==> src/scss_pkg.sv <==
// Shared constants, types and helper functions of the smart-case substring search.
package scss_pkg;

    localparam int PATTERN_MAX = 16;
    localparam int IDX_W       = (PATTERN_MAX > 1) ? $clog2(PATTERN_MAX) : 1;
    localparam int LEN_W       = $clog2(PATTERN_MAX + 1);
    localparam int CFG_DATA_W  = 64;
    localparam int CFG_IDX_W   = 2;
    localparam int LEN_REG_W   = 5;
    localparam int COLS_W      = 10;

    localparam logic [7:0] NEWLINE_BYTE = 8'h0A;

    localparam logic [CFG_IDX_W-1:0] REG_PATTERN_LOW  = 2'd0;
    localparam logic [CFG_IDX_W-1:0] REG_PATTERN_HIGH = 2'd1;
    localparam logic [CFG_IDX_W-1:0] REG_PATTERN_LEN  = 2'd2;
    localparam logic [CFG_IDX_W-1:0] REG_SCREEN_COLS  = 2'd3;

    localparam logic [LEN_REG_W-1:0] LEN_RESET  = 5'd1;
    localparam logic [COLS_W-1:0]    COLS_RESET = 10'd80;

    typedef logic [PATTERN_MAX-1:0][7:0] window_t;

    // Configuration as seen by the datapath.
    typedef struct packed {
        window_t           pattern;
        logic [IDX_W-1:0]  len_m1;
        logic              sensitive;
        logic [COLS_W-1:0] cols;
    } cfg_t;

    // Stage-one contents: state after the newest accepted byte plus its flags.
    typedef struct packed {
        window_t     window;
        logic [LEN_W-1:0] seen;
        logic [31:0] offset;
        logic [31:0] line_start;
        logic [31:0] line;
        logic [31:0] line_diff;
        logic        first;
        logic        last;
    } trk_t;

    function automatic logic is_upper(input logic [7:0] c);
        return c inside {[8'h41:8'h5A]};
    endfunction

    function automatic logic is_lower(input logic [7:0] c);
        return c inside {[8'h61:8'h7A]};
    endfunction

    function automatic logic [7:0] fold_case(input logic [7:0] c);
        return is_upper(c) ? (c + 8'd32) : c;
    endfunction

endpackage

==> src/scss_cfg.sv <==
// Configuration registers and the values derived from them.
module scss_cfg
    import scss_pkg::*;
(
    input  logic                  clk,
    input  logic                  rst_n,
    input  logic                  cfg_write_en,
    input  logic [CFG_IDX_W-1:0]  cfg_index,
    input  logic [CFG_DATA_W-1:0] cfg_data,
    output cfg_t                  cfg
);

    logic [63:0]          pat_low_reg;
    logic [63:0]          pat_high_reg;
    logic [LEN_REG_W-1:0] len_reg;
    logic [COLS_W-1:0]    cols_reg;

    logic [127:0]         pat_all;
    window_t              pat;
    logic [LEN_REG_W-1:0] len_clamped;
    logic [IDX_W-1:0]     len_m1;
    logic                 any_upper;
    logic                 any_lower;

    always_ff @(posedge clk or negedge rst_n)
    begin
        if (!rst_n)
        begin
            pat_low_reg  <= '0;
            pat_high_reg <= '0;
            len_reg      <= LEN_RESET;
            cols_reg     <= COLS_RESET;
        end
        else if (cfg_write_en)
        begin
            case (cfg_index)
                REG_PATTERN_LOW:  pat_low_reg  <= cfg_data;
                REG_PATTERN_HIGH: pat_high_reg <= cfg_data;
                REG_PATTERN_LEN:  len_reg      <= cfg_data[LEN_REG_W-1:0];
                REG_SCREEN_COLS:  cols_reg     <= cfg_data[COLS_W-1:0];
                default: ;
            endcase
        end
    end

    always_comb
    begin
        pat_all = {pat_high_reg, pat_low_reg};
        for (int i = 0; i < PATTERN_MAX; i++)
        begin
            pat[i] = pat_all[8*i +: 8];
        end

        // A length of zero counts as one; anything above the window depth is clamped.
        if (len_reg == '0)
            len_clamped = LEN_REG_W'(1);
        else if (len_reg > LEN_REG_W'(PATTERN_MAX))
            len_clamped = LEN_REG_W'(PATTERN_MAX);
        else
            len_clamped = len_reg;
        len_m1 = IDX_W'(len_clamped - LEN_REG_W'(1));

        any_upper = 1'b0;
        any_lower = 1'b0;
        for (int i = 0; i < PATTERN_MAX; i++)
        begin
            if (IDX_W'(i) <= len_m1)
            begin
                any_upper = any_upper | is_upper(pat[i]);
                any_lower = any_lower | is_lower(pat[i]);
            end
        end

        cfg.pattern   = pat;
        cfg.len_m1    = len_m1;
        cfg.sensitive = any_upper & any_lower;
        cfg.cols      = cols_reg;
    end

endmodule

==> src/scss_track.sv <==
// Input stage: byte window, offset, line start and line count per accepted beat.
module scss_track
    import scss_pkg::*;
(
    input  logic        clk,
    input  logic        load,
    input  logic [7:0]  data_byte,
    input  logic        first_of_search,
    input  logic        last_of_file,
    input  logic [31:0] start_offset,
    input  logic [31:0] start_line_offset,
    input  logic [31:0] start_line_number,
    output trk_t        trk
);

    trk_t        trk_reg;
    trk_t        trk_next;
    logic [31:0] off;
    logic [31:0] base_ls;
    logic [31:0] base_line;
    logic        is_nl;

    always_comb
    begin
        off       = first_of_search ? start_offset      : (trk_reg.offset + 32'd1);
        base_ls   = first_of_search ? start_line_offset : trk_reg.line_start;
        base_line = first_of_search ? start_line_number : trk_reg.line;
        is_nl     = (data_byte == NEWLINE_BYTE);

        trk_next = trk_reg;
        trk_next.first  = first_of_search;
        trk_next.last   = last_of_file;
        trk_next.offset = off;

        if (first_of_search)
        begin
            trk_next.window = '0;
            trk_next.seen   = LEN_W'(1);
        end
        else
        begin
            for (int i = PATTERN_MAX - 1; i > 0; i--)
            begin
                trk_next.window[i] = trk_reg.window[i-1];
            end
            if (trk_reg.seen < LEN_W'(PATTERN_MAX))
                trk_next.seen = trk_reg.seen + LEN_W'(1);
        end
        trk_next.window[0] = data_byte;

        // A line number of zero means unknown and is never advanced.
        if (is_nl)
        begin
            trk_next.line_start = off + 32'd1;
            trk_next.line       = (base_line != 32'd0) ? (base_line + 32'd1) : base_line;
            trk_next.line_diff  = 32'hFFFF_FFFF;
        end
        else
        begin
            trk_next.line_start = base_ls;
            trk_next.line       = base_line;
            trk_next.line_diff  = off - base_ls;
        end
    end

    always_ff @(posedge clk)
    begin
        if (load)
            trk_reg <= trk_next;
    end

    assign trk = trk_reg;

endmodule

==> src/scss_match.sv <==
// Window compare and result fields for the byte held in the input stage.
module scss_match
    import scss_pkg::*;
(
    input  cfg_t        cfg,
    input  trk_t        trk,
    output logic        hit,
    output logic [31:0] match_off,
    output logic [31:0] shift
);

    logic [IDX_W-1:0] idx;
    logic [7:0]       p;
    logic [7:0]       d;
    logic             all_eq;
    logic [31:0]      col;
    logic [COLS_W-1:0] thr;
    logic             at_edge;
    logic [31:0]      sdiff;

    always_comb
    begin
        all_eq = 1'b1;
        idx    = '0;
        p      = '0;
        d      = '0;
        // Pattern byte i lines up with the byte that arrived len_m1 - i beats ago.
        for (int i = 0; i < PATTERN_MAX; i++)
        begin
            idx = cfg.len_m1 - IDX_W'(i);
            p   = cfg.pattern[i];
            d   = trk.window[idx];
            if (!cfg.sensitive)
            begin
                p = fold_case(p);
                d = fold_case(d);
            end
            if ((IDX_W'(i) <= cfg.len_m1) && (p != d))
                all_eq = 1'b0;
        end
        hit = all_eq && (trk.seen > LEN_W'(cfg.len_m1));

        match_off = trk.offset - 32'(cfg.len_m1);

        // Column of the match; its top bit set means the match spans a newline.
        col     = trk.line_diff - 32'(cfg.len_m1);
        thr     = cfg.cols - COLS_W'(2);
        at_edge = (cfg.cols < COLS_W'(2)) || (col[30:0] >= 31'(thr));
        sdiff   = {1'b0, col[30:0]} - 32'(cfg.cols >> 1);
        if (col[31] || !at_edge || sdiff[31])
            shift = 32'd0;
        else
            shift = sdiff;
    end

endmodule

==> src/smart_case_substring_search.sv <==
// Top level of the streaming smart-case substring search.
//
//   channel  | handshake           | beat contents
//   ---------+---------------------+------------------------------------------------
//   input    | in_valid / in_stall | data_byte, first_of_search, last_of_file, start_*
//   output   | out_valid/out_stall | found, match_offset, line_start_offset, ...
//   config   | cfg_write_en        | cfg_index, cfg_data
//
// One byte is taken per cycle while in_stall is low. The byte that causes a result passes
// first through the input stage register and then through the result register.
// Reset clears the pipeline valid bits and leaves the search idle until a first byte.
// The input is stalled only when a result is due while the result register is still held.
module smart_case_substring_search
    import scss_pkg::*;
(
    input  logic                  clk,
    input  logic                  rst_n,
    input  logic                  cfg_write_en,
    input  logic [CFG_IDX_W-1:0]  cfg_index,
    input  logic [CFG_DATA_W-1:0] cfg_data,
    input  logic                  in_valid,
    output logic                  in_stall,
    input  logic [7:0]            data_byte,
    input  logic                  first_of_search,
    input  logic                  last_of_file,
    input  logic [31:0]           start_offset,
    input  logic [31:0]           start_line_offset,
    input  logic [31:0]           start_line_number,
    output logic                  out_valid,
    input  logic                  out_stall,
    output logic                  found,
    output logic [31:0]           match_offset,
    output logic [31:0]           line_start_offset,
    output logic [31:0]           line_number,
    output logic [31:0]           horizontal_shift
);

    cfg_t        cfg;
    trk_t        trk;
    logic        hit;
    logic [31:0] m_off;
    logic [31:0] m_shift;

    logic        s1_valid_reg;
    logic        done_reg;
    logic        out_valid_reg;
    logic        found_reg;
    logic [31:0] match_offset_reg;
    logic [31:0] line_start_reg;
    logic [31:0] line_number_reg;
    logic [31:0] shift_reg;

    logic        in_acc;
    logic        active;
    logic        emit;
    logic        out_free;
    logic        advance;

    scss_cfg u_cfg (
        .clk          (clk),
        .rst_n        (rst_n),
        .cfg_write_en (cfg_write_en),
        .cfg_index    (cfg_index),
        .cfg_data     (cfg_data),
        .cfg          (cfg)
    );

    scss_track u_track (
        .clk               (clk),
        .load              (in_acc),
        .data_byte         (data_byte),
        .first_of_search   (first_of_search),
        .last_of_file      (last_of_file),
        .start_offset      (start_offset),
        .start_line_offset (start_line_offset),
        .start_line_number (start_line_number),
        .trk               (trk)
    );

    scss_match u_match (
        .cfg       (cfg),
        .trk       (trk),
        .hit       (hit),
        .match_off (m_off),
        .shift     (m_shift)
    );

    // Bytes after a result are dropped here until the next first byte of a search.
    assign active   = s1_valid_reg && (trk.first || !done_reg);
    assign emit     = active && (hit || trk.last);
    assign out_free = !out_valid_reg || !out_stall;
    assign advance  = !emit || out_free;
    assign in_stall = !advance;
    assign in_acc   = in_valid && advance;

    always_ff @(posedge clk or negedge rst_n)
    begin
        if (!rst_n)
        begin
            s1_valid_reg  <= 1'b0;
            done_reg      <= 1'b1;
            out_valid_reg <= 1'b0;
        end
        else
        begin
            if (advance)
                s1_valid_reg <= in_valid;
            if (active && advance)
                done_reg <= emit;
            if (out_free)
                out_valid_reg <= emit;
        end
    end

    always_ff @(posedge clk)
    begin
        if (emit && out_free)
        begin
            found_reg        <= hit;
            match_offset_reg <= hit ? m_off      : 32'd0;
            line_start_reg   <= hit ? trk.line_start : 32'd0;
            line_number_reg  <= hit ? trk.line   : 32'd0;
            shift_reg        <= hit ? m_shift    : 32'd0;
        end
    end

    assign out_valid         = out_valid_reg;
    assign found             = found_reg;
    assign match_offset      = match_offset_reg;
    assign line_start_offset = line_start_reg;
    assign line_number       = line_number_reg;
    assign horizontal_shift  = shift_reg;

endmodule

==> config.mk <==
export PLATFORM = sky130hd
export DESIGN_NAME = smart_case_substring_search
export DESIGN_NICKNAME = d
export VERILOG_FILES = /design/src/scss_pkg.sv /design/src/scss_cfg.sv /design/src/scss_track.sv /design/src/scss_match.sv /design/src/smart_case_substring_search.sv
export SDC_FILE = /design/constraint.sdc
export NUM_CORES = 2
export LEC_CHECK = 0
export BUFFER_PORTS_ARGS = -buffer_cell sky130_fd_sc_hd__clkbuf_2
export CAP_MARGIN = 10
export CELL_PAD_IN_SITES_DETAIL_PLACEMENT = 1
export CELL_PAD_IN_SITES_GLOBAL_PLACEMENT = 1
export CORE_AREA = 2 2 342 344
export CTS_CLUSTER_SIZE = 16
export DETAILED_ROUTE_END_ITERATION = 10
export DIE_AREA = 0 0 344 346
export GPL_TIMING_DRIVEN = 0
export PLACE_DENSITY_LB_ADDON = 0.1
export SLEW_MARGIN = 25
export SYNTH_ARGS = -nofsm -noshare
export SYNTH_HDL_FRONTEND = slang
export SYNTH_SLANG_ARGS = --single-unit
==> constraint.sdc <==
create_clock -name clk -period 20.2 [get_ports clk]
set_clock_uncertainty 0.15 [all_clocks]
set_input_delay 2.02 -clock clk [delete_from_list [all_inputs] [get_ports clk]]
set_output_delay 2.02 -clock clk [all_outputs]
set_load 0.02 [all_outputs]
* After elaboration in Yosys (flattened, before gate mapping)
Cells that the tools add are included.
** Word-level totals
- Memories :: 0
- Logic and storage cells :: 522
- Latch bits :: 0
- Memory bits (read-only) :: 0
- Flip-flop bits (word level) :: 538
- Memory bits (writable) :: 0
- Output and inout port bits :: 131
- Bits of input ports :: 177
** Operators by class
- Shifts and indexed selects :: 0
- Eq/ne operators :: 20
- Reduce and logical (&&, ||, !) cells :: 93
- Divide/modulo/power cells :: 0
- Muxes and demuxes :: 152
- $add $sub $neg :: 57
- Multiply operators :: 0
- Magnitude comparators :: 133
- Bitwise logic cells :: 32
** Operators by type and width (count)
- $mux W8 :: 80
- $bmux W8 S4 :: 16
- $ge A8 B7 Y1 const B :: 48
- $le A8 B7 Y1 const B :: 48
- $add A8 B6 Y8 const B :: 32
- $mux W32 :: 4
- $ne A8 B8 Y1 :: 16
- $add A32 B1 Y32 const B :: 3
- $mux W96 :: 1
- $lt A4 B5 Y1 const B :: 16
- $logic_and A1 B1 Y1 :: 70
- $sub A32 B4 Y32 :: 2
- $mux W1 :: 48
- $le A4 B4 Y1 const A :: 8
- $reduce_bool A32 Y1 :: 1
- $sub A31 B9 Y32 :: 1
- $sub A32 B32 Y32 :: 1
- $sub A4 B4 Y4 const B :: 8
- $ge A31 B10 Y1 :: 1
- $or A1 B1 Y1 :: 30
- $le A3 B4 Y1 const A :: 4
- $sub A4 B3 Y4 const B :: 4
- $lt A10 B2 Y1 const B :: 1
- $reduce_and A2 Y1 :: 5
- 22 further kinds :: 39

* Depth between registers and ports, before layout
- Depth after elaboration :: 63
- Depth in mapped cells :: 36
- Mapped depth without buffers :: 24

* Modules after synthesis
Synthesis repeated with hierarchy kept, for this count alone.
** Unflattened totals
- Cells, all modules :: 3509
- Area total of the unflattened synthesis :: 39684.3 sq um
** Modules (own cells, without submodules)
- scss_track :: seq. area each 7897.6 sq um, instances 1, cells each 1301, area an instance 14755.4 sq um
- scss_match :: seq. area each 0.0 sq um, instances 1, cells each 1418, area an instance 13470.4 sq um
- scss_cfg :: seq. area each 3582.2 sq um, instances 1, cells each 502, area an instance 6516.2 sq um
- smart_case_substring_search :: seq. area each 3950.0 sq um, instances 1, cells each 288, area an instance 4942.2 sq um

* Worst setup path after synthesis
No wires, ideal clock.
- Path kind :: register -> register
- From :: reg u_cfg.len_reg[2]
- To :: reg u_track.trk_reg, in the netlist u_track.trk[0] (enable)
- Required time :: 19.087 ns
- Path slack :: -0.012 ns
- Data arrival time :: 19.099 ns
- Library setup time :: 0.963 ns
- Stages on the path, launching flop included :: 29
- Clock period less this slack :: 20.212 ns
- Path buffers :: 13
- Cell sequence :: dfrtp_1 -> clkbuf_1 -> or4_1 -> buf_4 -> nand2_8 -> buf_6 -> buf_4 -> buf_4 -> buf_4 -> buf_4 -> ha_1 -> clkbuf_1 -> inv_1 -> clkbuf_1 -> buf_1 -> ha_1 -> clkbuf_1 -> clkbuf_1 -> clkbuf_1 -> mux4_2 -> ha_1 -> nor3_1 -> a31oi_1 -> mux2_2 -> o22ai_1 -> a21oi_1 -> nand4bb_1 -> o31ai_1 -> a21oi_1
** On the way
- Cells in the longest elaborated chain, start to end :: 62
- Elaborated cells between the ends (all ways) :: 298
- Classes of those cells :: add/sub (32); order compare (50); eq/ne (16); mux (130); bitwise (31); reduce/logical (39)
** RTL lines
- start: declaration :: RTL line scss_cfg.sv:15 : logic [LEN_REG_W-1:0] len_reg;
- start signal: assignment :: RTL line scss_cfg.sv:39 : REG_PATTERN_LEN: len_reg <= cfg_data[LEN_REG_W-1:0];
- $gt A5 B5 Y1 :: RTL line scss_cfg.sv:57 : else if (len_reg > LEN_REG_W'(PATTERN_MAX))
- $mux W4 :: RTL line scss_cfg.sv:57
- $mux W4 (*) :: RTL line scss_cfg.sv:55 : if (len_reg == '0)
- $sub A4 B1 Y4 (*) :: RTL line scss_cfg.sv:61 : len_m1 = IDX_W'(len_clamped - LEN_REG_W'(1));
- $le A1 B4 Y1 :: RTL line scss_cfg.sv:67, scss_match.sv:38
- $mux W1 :: RTL line scss_cfg.sv:67 : if (IDX_W'(i) <= len_m1)
- $or A1 B1 Y1 (on tied branches) :: RTL line scss_cfg.sv:69, scss_cfg.sv:70
- $mux W1 :: RTL line scss_cfg.sv:67
- [... 32 more ...]
- $mux W1 (16 in series) :: RTL line scss_match.sv:38 : if ((IDX_W'(i) <= cfg.len_m1) && (p != d))
- $logic_and A1 B1 Y1 (*) :: RTL line scss_match.sv:41 : hit = all_eq && (trk.seen > LEN_W'(cfg.len_m1));
- $logic_or A1 B1 Y1 (*) :: RTL line smart_case_substring_search.sv:90 : assign emit = active && (hit || trk.last);
- $logic_and A1 B1 Y1 (*) :: RTL line smart_case_substring_search.sv:90
- $logic_not A1 Y1 (*) :: RTL line smart_case_substring_search.sv:92 : assign advance = !emit || out_free;
- $logic_or A1 B1 Y1 (*) :: RTL line smart_case_substring_search.sv:92
- $logic_and A1 B1 Y1 (*) :: RTL line smart_case_substring_search.sv:94 : assign in_acc = in_valid && advance;
- named net in_acc :: RTL line smart_case_substring_search.sv:53 : logic in_acc;
- end signal: assignment :: RTL line scss_track.sv:69 : trk_reg <= trk_next;
- end: declaration :: RTL line scss_track.sv:16 : trk_t trk_reg;
The timed path passes the listed nets; every way through them passes the cells marked *. The select of a mux whose other input is x is not followed.
A chain may end at the register's enable or synchronous reset.

* Worst setup path after layout
- From :: reg u_cfg.len_reg[4]
- To :: out in_stall
** On the way
- Cells in the longest elaborated chain, start to end :: 62
- Elaborated cells between the ends (all ways) :: 298
- Classes of those cells :: add/sub (32); order compare (50); eq/ne (16); mux (130); bitwise (31); reduce/logical (39)
** RTL lines
- $gt A5 B5 Y1 :: RTL line scss_cfg.sv:57
- $mux W4 :: RTL line scss_cfg.sv:57
- $mux W4 (*) :: RTL line scss_cfg.sv:55
- $sub A4 B1 Y4 (*) :: RTL line scss_cfg.sv:61
- $le A1 B4 Y1 :: RTL line scss_cfg.sv:67, scss_match.sv:38
- $mux W1 :: RTL line scss_cfg.sv:67
- $or A1 B1 Y1 (on tied branches) :: RTL line scss_cfg.sv:69, scss_cfg.sv:70
- $mux W1 :: RTL line scss_cfg.sv:67
- [... 31 more ...]
- $logic_and A1 B1 Y1 :: RTL line scss_match.sv:38
- $mux W1 (16 in series) :: RTL line scss_match.sv:38
- $logic_and A1 B1 Y1 (*) :: RTL line scss_match.sv:41
- $logic_or A1 B1 Y1 (*) :: RTL line smart_case_substring_search.sv:90
- $logic_and A1 B1 Y1 (*) :: RTL line smart_case_substring_search.sv:90
- $logic_not A1 Y1 (*) :: RTL line smart_case_substring_search.sv:92
- $logic_or A1 B1 Y1 (*) :: RTL line smart_case_substring_search.sv:92
- $logic_not A1 Y1 (*) :: RTL line smart_case_substring_search.sv:93 : assign in_stall = !advance;
- end: declaration :: RTL line smart_case_substring_search.sv:22 : output logic in_stall,
Every way passes the cells marked *; elsewhere a longest branch is shown, timed or not. The select of a mux whose other input is x is not followed.

==> flow_results.org <==
** Global route
- The number of global-route vias before repair was 34300.
- Summed over all layers, the global routing overflow is 0.
- Number of antenna violations at the first check in global routing :: 27
- Maximum number of pins on one net before global-route repair :: 76
- Wire length of the first global-routing pass :: 244000 um
- Total GRT Usage :: 28.0%

** Cells and area
- Leaving out filler cells and counting taps, the final layout contains 5687.
- Most frequent cells in the layout :: sky130_fd_sc_hd__edfxtp_1, sky130_fd_sc_hd__clkbuf_2, sky130_fd_sc_hd__nand2_1
- For this run, the share of the core covered by cells in the final layout is 40.4%.
- The library cell used most frequently in the layout, excluding fill and tap cells, is sky130_fd_sc_hd__edfxtp_1.
- From synthesis to final layout, the design area changed by 16.1%.
- The net count of the finished layout is 4417.
- Share of cells above drive strength 1 :: 22.4%
- The register with the most flip-flops in the layout has 263 of them.

** Clocking
- TritonCTS built the clock tree.
- Hold Buf Count CTS :: 0
- Clock network latency to the later pin of the worst-skew pair :: 0.68 ns
- Counting the buffers created by CTS gives 68.
- Clock-pin slew was measured on the worst setup and hold paths at 0.06 ns.
- The number of setup buffers added after CTS is 0.
- Clk buf depth :: 3
- Count of instances resized after the clock tree is built :: 0
- The clock drives 538 sinks.
- The H-tree was split into 3 levels.
- Cell chosen for the clock root :: sky130_fd_sc_hd__clkbuf_16

** Logic synthesis
- Yosys cell types :: 101
- The portion of synthesized area spent on multiplexers is 20.4%.
- Post-synth EDFFs :: 392
- The mapped netlist covers 40100 sq um.
- Post-synthesis sequential element count :: 538
- Post-Syn Nets :: 4001
- Fraction of the mapped netlist area in compound gates :: 9.97%
- Synth Area in XOR/XNOR :: 7.36%
- Post-Synth Adder-Cell Area :: 4.18%
- In the synthesized netlist the dominant register cell turns out to be sky130_fd_sc_hd__edfxtp_1.
- Fraction of registers with async set/reset :: 27.1%
- Each instance of the synthesized netlist takes up on average 10.9 sq um.
- Ys Warns :: 0
- Number of cells produced by synthesis :: 3693
- After synthesis, the largest family of logic cells by area is multiplexers.
- Synth Area in Simple Gates :: 16.4%
- Share of synthesized area occupied by flip-flops and latches :: 38.4%

** Power and ir drop
- Internal power contribution :: 3.32 mW
- Combinational cells account for 54.2% of the total power.
- IR analysis of the VDD net gives a maximum drop of 0.0000672 V.
- For this design the total switching power over the nets is 2.68 mW.
- For this design the ratio of total power to cell area is 129 nW/um^2.
- Sequential cells burn 24.8% of the power.
- Proportion of power drawn by the clock network :: 21.0%
- Total leakage power :: 17.6 nW
- Proportion of total power due to net switching :: 44.7%
- Total Power Consumption :: 6.00 mW

** Placement
- Final weighted congestion of routability-driven global placement :: 1.00
- HPWL after detailed placement :: 135000 um
- Number of cells in the design after placement :: 5563
- Input and output buffers added on the ports amount to 307.
- Pre-CTS setup slack :: 5.69 ns

** STA
- After routing, the total negative slack on setup checks comes to 0 ns.
- Tcrit/Tclk final :: 73.5%
- Highest Clock Rate :: 67.3 MHz
- Setup-violating endpoint count in the final report :: 0
- Setup repair after global routing left no endpoint under its margin.
- Minimum period implied by the final worst setup slack :: 14.86 ns
- The final-report max-slew violation count was 0.
- Hold Violations, Final :: 0
- Transition time at the pin with the least slew margin :: 1.15 ns
- Measured against its own limit, the worst slew margin works out to 22.6%.
- Setup slack on the critical path of the routed design comes to 5.34 ns.

** Die
- Overall die width :: 344 um
- Standard cell core area :: 115000 sq um
- Number of placed I/O pins :: 308
- For this configuration, the core starts out at a cell density of 34.8%.
- Std cell rows :: 125
- The die covers 119000 sq um.
- Height of the die :: 346 um

** Status
- The run finished with clean final reports.

** Setup path
- Count of buffering cells on the critical path with inverters included :: 14
- For this run, the slowest stage of the critical path takes 0.89 ns.
- The worst setup path is launched from a flip-flop.
- Along the worst path, the maximum fanout reaches 13.
- Cell repeated most along the worst path :: sky130_fd_sc_hd__buf_2
- Type of the worst setup path :: reg -> out
- Kind of cell adding the most delay to the critical path :: buffers and inverters
- Crit path DAT :: 12.69 ns
- STA puts the critical path data required time at 18.03 ns.
- The worst register-to-register path has a depth of 43.
- Category of the worst setup path capture point :: output pin
- On the critical path, the stage with the largest delay is an instance of sky130_fd_sc_hd__nor3_2.
- Stages on worst setup path :: 33

** Route
- After detailed routing, the number of remaining DRC violations is 0.
- Detailed routing placed a total of 11400 um of wire on met3.
- Initial detailed-routing violation count :: 2448
- In the final routed layout, each cell accounts on average for 29.7 um.
- Detailed routing inserted a total of 33400 vias.
- After detailed routing, the number of vias per cell comes to 5.88.
- Summed over all layers, the routed wires come to 169000 um.
- Sum of routed wire segments on met1 :: 65800 um
- Highest layer used for signal routing :: met5
- The routed design uses 82700 um of met2 wire.
- The first detailed-routing pass took 5 iterations.
- DRT antenna net count :: 0

** Flow run
- Across the run, the number of max-cap violations was 0.

** Min path
- Along the worst hold path, the cell count comes to 2.
- In this run the worst hold path is classified as reg -> reg.
==> final timing paths <==
check | slack [ns] | from | endpoint
max | 5.34 | u_cfg.len_reg[4]$_DFFE_PN0P_ | in_stall
min | 0.34 | done_reg$_DFFE_PN1P_ | done_reg$_DFFE_PN1P_
max reg2reg | 5.46 | u_cfg.len_reg[4]$_DFFE_PN0P_ | horizontal_shift[4]$_SDFFCE_PP0P_
min reg2reg | 0.34 | done_reg$_DFFE_PN1P_ | done_reg$_DFFE_PN1P_
max in group asynchronous | 17.76 | rst_n | u_cfg.pat_low_reg[58]$_DFFE_PN0P_
min in group asynchronous | 1.12 | rst_n | u_cfg.pat_high_reg[6]$_DFFE_PN0P_
==> worst min-delay path, stage by stage, from the launching register on <==
cell                      delay, ns
sky130_fd_sc_hd__dfstp_2       0.38
sky130_fd_sc_hd__nand2_1       0.05
sky130_fd_sc_hd__o21ai_1       0.06
==> synthesized netlist by cell type (all sizes together), types with 60 or more instances <==
library cell	instances	area share, %
mux2i	204	5.1
nor2b	158	2.5
xnor2	201	4.4
and2	84	1.3
buf	60	0.89
o21ai	120	1.5
mux2	177	5.0
nor2	224	2.1
clkbuf	129	1.2
mux4	185	10
ha	127	4.0
nand2	225	2.1
dfrtp	142	8.9
inv	117	1.1
a21oi	150	1.9
nor3	122	1.5
nand3	71	0.89
xor2	126	2.7
edfxtp	392	29
==> layout make-up <==
cell class | instances | area (sq um)
diodes | 2 | 5.00
plain buffers | 189 | 853
clock buffers | 79 | 1770
clock inverters | 43 | 453
fillers | 12800 | 68800
inverters | 120 | 453
multi-input cells | 2846 | 23500
flip-flops and latches | 538 | 15400
well taps | 1524 | 1910
repair buffers | 346 | 2220
==> per-stage QoR <==
step           hold WS (ns)  area (sq um)
2_1_floorplan         0.301         40200
3_3_place_gp          0.313         43600
3_5_place_dp          0.335         44400
4_1_cts               0.343         46600
5_1_grt               0.361         46600
6_report              0.339         46600
==> cell families after synthesis <==
logic type / Yosys count
AOI/OAI and AO/OA: 602
xor gates and xnor gates: 330
adders and majority gates: 132
buffers and inverters: 309
DFF: 538
muxes: 566
other: 1
and+or+nand+nor: 1215
==> power by group through the flow <==
stage / Combinational [mW] / Sequential [mW] / Clock, mW
3_3_place_gp: 3.14 / 1.52 / 0
3_5_place_dp: 3.21 / 1.50 / 0
4_1_cts: 3.22 / 1.48 / 1.29
6_report: 3.25 / 1.49 / 1.26
5_1_grt: 3.47 / 1.50 / 1.33
2_1_floorplan: 2.17 / 1.46 / 0
==> metal layers <==
metal	vias up	global-route usage [%]
met5	-	0
met4	42	12.8
li1	14900	-
met1	17100	33.6
met2	1130	47.7
met3	315	6.20
Power figures use the tool's default switching activity.
